==> src/rtl/flrrs_pkg.sv <==
package flrrs_pkg;

	localparam int QUEUE_DEPTH_DEF = 128;
	localparam int LEVELS_DEF      = 4;
	localparam int TAG_BITS_DEF    = 16;

	localparam logic CMD_SUBMIT = 1'b0;
	localparam logic CMD_SLICE  = 1'b1;

	typedef enum logic [1:0] {
		OUT_OK       = 2'd0,
		OUT_BAD_PRIO = 2'd1,
		OUT_FULL     = 2'd2,
		OUT_EMPTY    = 2'd3
	} outcome_t;

	// per-item result status, handed from queue control to the output side
	typedef struct packed {
		logic       valid;   // a job was dispatched
		logic [2:0] level;   // 1-based level of the dispatched job
		outcome_t   outcome;
		logic       bypass;  // dispatched tag is the one just put back
	} grant_t;

endpackage

==> src/rtl/flrrs_queue_ctrl.sv <==
module flrrs_queue_ctrl import flrrs_pkg::*; #(
	parameter int QUEUE_DEPTH = QUEUE_DEPTH_DEF,
	parameter int LEVELS      = LEVELS_DEF,
	parameter int TAG_BITS    = TAG_BITS_DEF,
	parameter int AW          = $clog2(QUEUE_DEPTH * LEVELS)
) (
	input  logic                clk,
	input  logic                arst_n,
	input  logic                proc,
	input  logic                cmd,
	input  logic [TAG_BITS-1:0] tag,
	input  logic [2:0]          prio,
	input  logic                fin,
	input  logic [TAG_BITS-1:0] run_tag,
	output logic                mem_we,
	output logic [AW-1:0]       mem_waddr,
	output logic [TAG_BITS-1:0] mem_wdata,
	output logic                mem_re,
	output logic [AW-1:0]       mem_raddr,
	output grant_t              res
);

	localparam int LW = $clog2(LEVELS);
	localparam int SW = $clog2(QUEUE_DEPTH);
	localparam int CW = $clog2(QUEUE_DEPTH + 1);

	logic [SW-1:0] head_q [LEVELS];
	logic [CW-1:0] fill_q [LEVELS];
	logic          run_valid_q;
	logic [LW-1:0] run_level_q;

	logic          slice;
	logic [2:0]    prio_eff;
	logic          bad;
	logic [LW-1:0] push_lv;
	logic          push_want;
	logic          full;
	logic          push_ok;
	logic [SW-1:0] push_slot;
	logic [SW+1:0] slot_sum;
	logic [LEVELS-1:0] push_oh;
	logic [LEVELS-1:0] nonempty;
	logic          found;
	logic [LW-1:0] sel;
	logic [SW-1:0] sel_head;
	logic [CW-1:0] sel_fill;
	logic [3:0]    lvl4;

	always_comb begin
		slice     = (cmd == CMD_SLICE);
		prio_eff  = (prio == 3'd0) ? 3'd1 : prio;
		bad       = ({1'b0, prio_eff} > 4'(LEVELS));
		push_lv   = slice ? run_level_q : LW'(prio_eff - 3'd1);
		push_want = slice ? (run_valid_q && !fin) : !bad;

		full      = 1'b0;
		push_slot = '0;
		slot_sum  = '0;
		for (int l = 0; l < LEVELS; l++) begin
			if (push_lv == LW'(l)) begin
				full     = (fill_q[l] == CW'(QUEUE_DEPTH));
				slot_sum = (SW+2)'(head_q[l]) + (SW+2)'(fill_q[l]);
			end
		end
		if (slot_sum >= (SW+2)'(QUEUE_DEPTH)) begin
			push_slot = SW'(slot_sum - (SW+2)'(QUEUE_DEPTH));
		end else begin
			push_slot = SW'(slot_sum);
		end
		push_ok = push_want && !full;

		// a level counts as occupied if a put-back is landing in it now
		found = 1'b0;
		sel   = '0;
		for (int l = 0; l < LEVELS; l++) begin
			push_oh[l]  = push_ok && (push_lv == LW'(l));
			nonempty[l] = (fill_q[l] != '0) || push_oh[l];
			if (nonempty[l]) begin
				found = 1'b1;
				sel   = LW'(l);
			end
		end
		found = found && slice;

		sel_head = '0;
		sel_fill = '0;
		for (int l = 0; l < LEVELS; l++) begin
			if (sel == LW'(l)) begin
				sel_head = head_q[l];
				sel_fill = fill_q[l];
			end
		end

		mem_we    = proc && push_ok;
		mem_waddr = AW'(AW'(push_lv) * AW'(QUEUE_DEPTH)) + AW'(push_slot);
		mem_wdata = slice ? run_tag : tag;
		mem_re    = proc && found;
		mem_raddr = AW'(AW'(sel) * AW'(QUEUE_DEPTH)) + AW'(sel_head);

		lvl4        = 4'(sel) + 4'd1;
		res.valid   = found;
		res.level   = found ? lvl4[2:0] : 3'd0;
		res.bypass  = (sel_fill == '0);
		if (!slice) begin
			res.outcome = bad ? OUT_BAD_PRIO : (full ? OUT_FULL : OUT_OK);
		end else if (!found) begin
			res.outcome = OUT_EMPTY;
		end else begin
			res.outcome = (push_want && full) ? OUT_FULL : OUT_OK;
		end
	end

	always_ff @(posedge clk or negedge arst_n) begin
		if (!arst_n) begin
			for (int l = 0; l < LEVELS; l++) begin
				head_q[l] <= '0;
				fill_q[l] <= '0;
			end
			run_valid_q <= 1'b0;
			run_level_q <= '0;
		end else if (proc) begin
			for (int l = 0; l < LEVELS; l++) begin
				if (found && sel == LW'(l)) begin
					head_q[l] <= (head_q[l] == SW'(QUEUE_DEPTH - 1)) ? '0 : head_q[l] + 1'b1;
					if (!push_oh[l]) begin
						fill_q[l] <= fill_q[l] - 1'b1;
					end
				end else if (push_oh[l]) begin
					fill_q[l] <= fill_q[l] + 1'b1;
				end
			end
			if (slice) begin
				run_valid_q <= found;
				run_level_q <= sel;
			end
		end
	end

endmodule

==> config.mk <==
export PLATFORM = sky130hd
export DESIGN_NAME = flrrs_queue_ctrl
export DESIGN_NICKNAME = d
export VERILOG_FILES = /design/src/rtl/flrrs_pkg.sv /design/src/rtl/flrrs_queue_ctrl.sv
export SDC_FILE = /design/constraint.sdc
export NUM_CORES = 1
export LEC_CHECK = 0
export BUFFER_PORTS_ARGS = -buffer_cell sky130_fd_sc_hd__buf_4
export CORE_MARGIN = 2
export CORE_UTILIZATION = 30
export DETAILED_ROUTE_END_ITERATION = 7
export PLACE_DENSITY = 0.49
export RECOVER_POWER = 25
export SLEW_MARGIN = 40
export SYNTH_ARGS = -nofsm -noshare
export SYNTH_HDL_FRONTEND = slang
export SYNTH_SLANG_ARGS = --single-unit
==> constraint.sdc <==
create_clock -name clk -period 6.66 [get_ports clk]
set_input_delay 1.332 -clock clk [delete_from_list [all_inputs] [get_ports clk]]
set_output_delay 1.332 -clock clk [all_outputs]
set_load 0.02 [all_outputs]
==> results.md <==
- Outcome: finished, violations left
- Failing checks: capacitance limit, slew limit
- Core Area: 19,300 um^2
- HP Class: reg2reg
- Drc violations: 0
- GRT Residual Overflow: 0
- Die area: ~21,000 um^2
- Highest clock rate: about 160 MHz
- CTS Buffer Depth: 2
- CTS root buffer: clkbuf_16
- P_leak: 0.00331 uW
- Setup CP Type: in2out
- Min cycle time layout: slightly above 6000 ps
- Setup slack, reg-to-reg: approximately 1700 ps
- Via-to-Cell Ratio: roughly 5.1
- Initial antenna violation count: 0
- Register bit total from synthesis: 63
- Final setup fails: 0
- PostCTS Resize Cnt: 0
- FFs w/ async S/R, synth: 1.00
- Sequential cell area: 1580 um^2
- Post-Route Skew: just over 10 ps
- Post-synth top area share: 0.270
- Mean Syn Cell Area: ~9.2 um^2
- Hold Crit Start: run_valid_q
- RSZ-0062 raised after global routing: false
- Vias in the first global route: 5,112
- Worst EP required: roughly 5300 ps
- DP Worst Slack: 545 ps
- CTS tree: done
- CP max FO: 8
- # nets final: about 830
- WP buf/inv: 6
- Slew Limit Fails: 64
- Hold Fails Final Rpt: 0
- Skew-Pair Late Insertion Delay: ~350 ps
- Postcts setup bufs: 0
- Largest net degree at the start of global routing: 64
- DRT Pass-1 Iters: 4
- PortBufs: a little over 80
- Max-Cap Viols: 1
- Largest cells by area after synthesis: dfrtp_1, ha_1, mux2_2, xnor2_1, a21oi_1
- WL per Instance: ~18 um
- Crit Reg-Reg Endpoint: fill_q[7]
- Post-synthesis sequential area ratio: 0.270
- Synth-to-layout area growth: 20.7%
- Setup ws final: 454 ps
- Ports: 83
- Total routed wirelength: around 17 mm
- RePlAce Congestion: 0.884
- Die Ht: roughly 140 um
- Antenna viol nets, final: 0
- Pin slew with the least headroom to its limit: roughly 3600 ps
- Number of flops mapped to enable cells by yosys: 0
- Initial detailed-routing violation count: around 250
- Pwr dens: 326 nW/um^2
- Worst setup SP type: primary input
- Cell area after synthesis: about 5800 um^2
- Worst setup EP type: output pin
- CP cell instances: buf_4 > nor2_1 > nor2_1 > ha_1 > nor2_1 > a21oi_2 > inv_2 > o21ai_0 > nand3_1 > a21boi_0 > o211ai_1 > inv_1 > ha_1 > buf_4 > nor2b_1 > buf_4 > a22oi_1 > nor2_1 > a21oi_1 > o21ai_0 > buf_4
- First-pass GRT wire length: 27.6 mm
- Hold_buf cts: 0
- Share of layout cells above drive strength 1: 0.241
- Number of buffers created by CTS: 9
- Antenna Cells: 0
- Setup TNS: 0 ps
- Cell count of the worst hold path: 1
- Critical path data arrival time: slightly below 5000 ps
- Crit share post-route: 0.932
- Main flop type after synthesis: dfrtp_1
- Delay of the slowest critical-path stage: 480 ps
- Sink Count: 63
- Initial Utilization: 0.303
- Hold EP: run_valid_q
- # H-tree levels: 3
- Clock Pin Slew Worst Setup and Hold Paths: approximately 50 ps
- Delay-heaviest family, CP: compound AO/OA/AOI/OAI gates
- Relative slew slack: -1.40
- Post-synthesis net count: 740
- Synth warn: 0
- Maximum vdd drop: 0.118 mV
- Fill cell count: between 1.5k and 2k
- Rows: a little over 50
- Total GRT Usage: 0.176
- RR Startpoint: fill_q[10]
- Synth area leader: dfrtp_1
- Synth unique cells: 64
- Chip width: roughly 140 um
- Critical path's slowest cell: o211ai_1
- R2R cell count: 17
- Area of the multi-input gates: just over 4000 um^2
- Post-DP HPWL: 13.9 mm
- Cells after Synth: approximately 640
- Vias: 5,049
## state kept, by name (all words and copies together), names as in the netlist
name / count
run_level_q: 2
head_q: 28
fill_q: 32
run_valid_q: 1
## cell usage in the layout, fill, tap and decap left out, types with 35 or more instances in the layout
cell     count
nor2_1      39
dfrtp_1     63
mux2_2      38
buf_4       91
inv_1       35
nand2_1     45
ha_1        57
xnor2_1     41
o21ai_0     41
a21oi_1     42
## power breakdown
part           switching [uW]  leakage (uW)  internal, uW
clock                     177      0.000131           258
sequential                194      0.000780           493
combinational             614       0.00240           559
total                     986       0.00331          1310
## per-stage QoR
step	power (uW)	area, um^2	utilization	std cells	hold WS (ps)
finish	2300	7050	0.366	991	485
global placement	1840	6790	0.352	976	473
floorplan	1470	5840	-	635	451
detailed placement	1870	6790	0.352	976	477
CTS	2320	7060	0.366	991	488
global route	2480	7050	0.366	991	524
## worst max path at each step
| stage | start | to | cells past startpoint |
|---|---|---|---|
| after global routing | prio[2] | mem_raddr[0] | 20 |
| after detailed placement | prio[2] | mem_raddr[0] | 20 |
| after global placement | prio[2] | mem_raddr[1] | 20 |
| after floorplan | prio[2] | fill_q[7] | 21 |
| final | prio[2] | mem_raddr[0] | 21 |
| after CTS | prio[2] | mem_raddr[1] | 20 |
## per-layer routing
layer  up-vias  global-route usage  share of wire
met5         -                   0              0
met4         0              0.0733          0.023
met3        24              0.0273          0.049
met2        98               0.285           0.48
met1      2473               0.233           0.45
li1       2454                   -              -
## cell usage after synthesis (all sizes together) (2+ instances only)
| cell type | n |
|---|---|
| nand2b | 9 |
| a211o | 2 |
| buf | 4 |
| o21ai | 45 |
| xnor2 | 41 |
| inv | 40 |
| a211oi | 8 |
| mux2i | 14 |
| nor3 | 13 |
| nor4 | 8 |
| a22oi | 8 |
| and3 | 7 |
| o31ai | 5 |
| o211ai | 6 |
| o2111ai | 4 |
| fa | 8 |
| o21a | 3 |
| nor2 | 39 |
| nand2 | 47 |
| or3 | 4 |
| nand4b | 3 |
| ha | 57 |
| nor2b | 11 |
| a21oi | 45 |
| dfrtp | 63 |
| a21boi | 5 |
| xor2 | 15 |
| o41ai | 2 |
| nand3 | 14 |
| clkbuf | 12 |
| and2 | 10 |
| o21bai | 4 |
| mux2 | 42 |
| a21o | 19 |
| nand4 | 7 |
## cell families after synthesis
kind of cell / count (synthesis) / synth area share
XOR/XNOR: 56 / 0.0840
AND/OR/NAND/NOR: 178 / 0.161
flip-flops: 63 / 0.270
multiplexers: 57 / 0.116
adder cells (fa/ha/maj): 65 / 0.150
AO/OA/AOI/OAI: 160 / 0.180
buffers and inverters: 56 / 0.0390
## area by class of cell
| cell class | count | area share |
|---|---|---|
| Clock inverter | 4 | 0.00319 |
| Sequential cell | 63 | 0.224 |
| Tap cell | 265 | 0.0470 |
| Multi-Input combinational cell | 516 | 0.573 |
| Clock buffer | 11 | 0.0344 |
| Timing Repair Buffer | 92 | 0.0974 |
| Inverter | 40 | 0.0217 |
No activity file was read; power rests on OpenSTA's default activity.
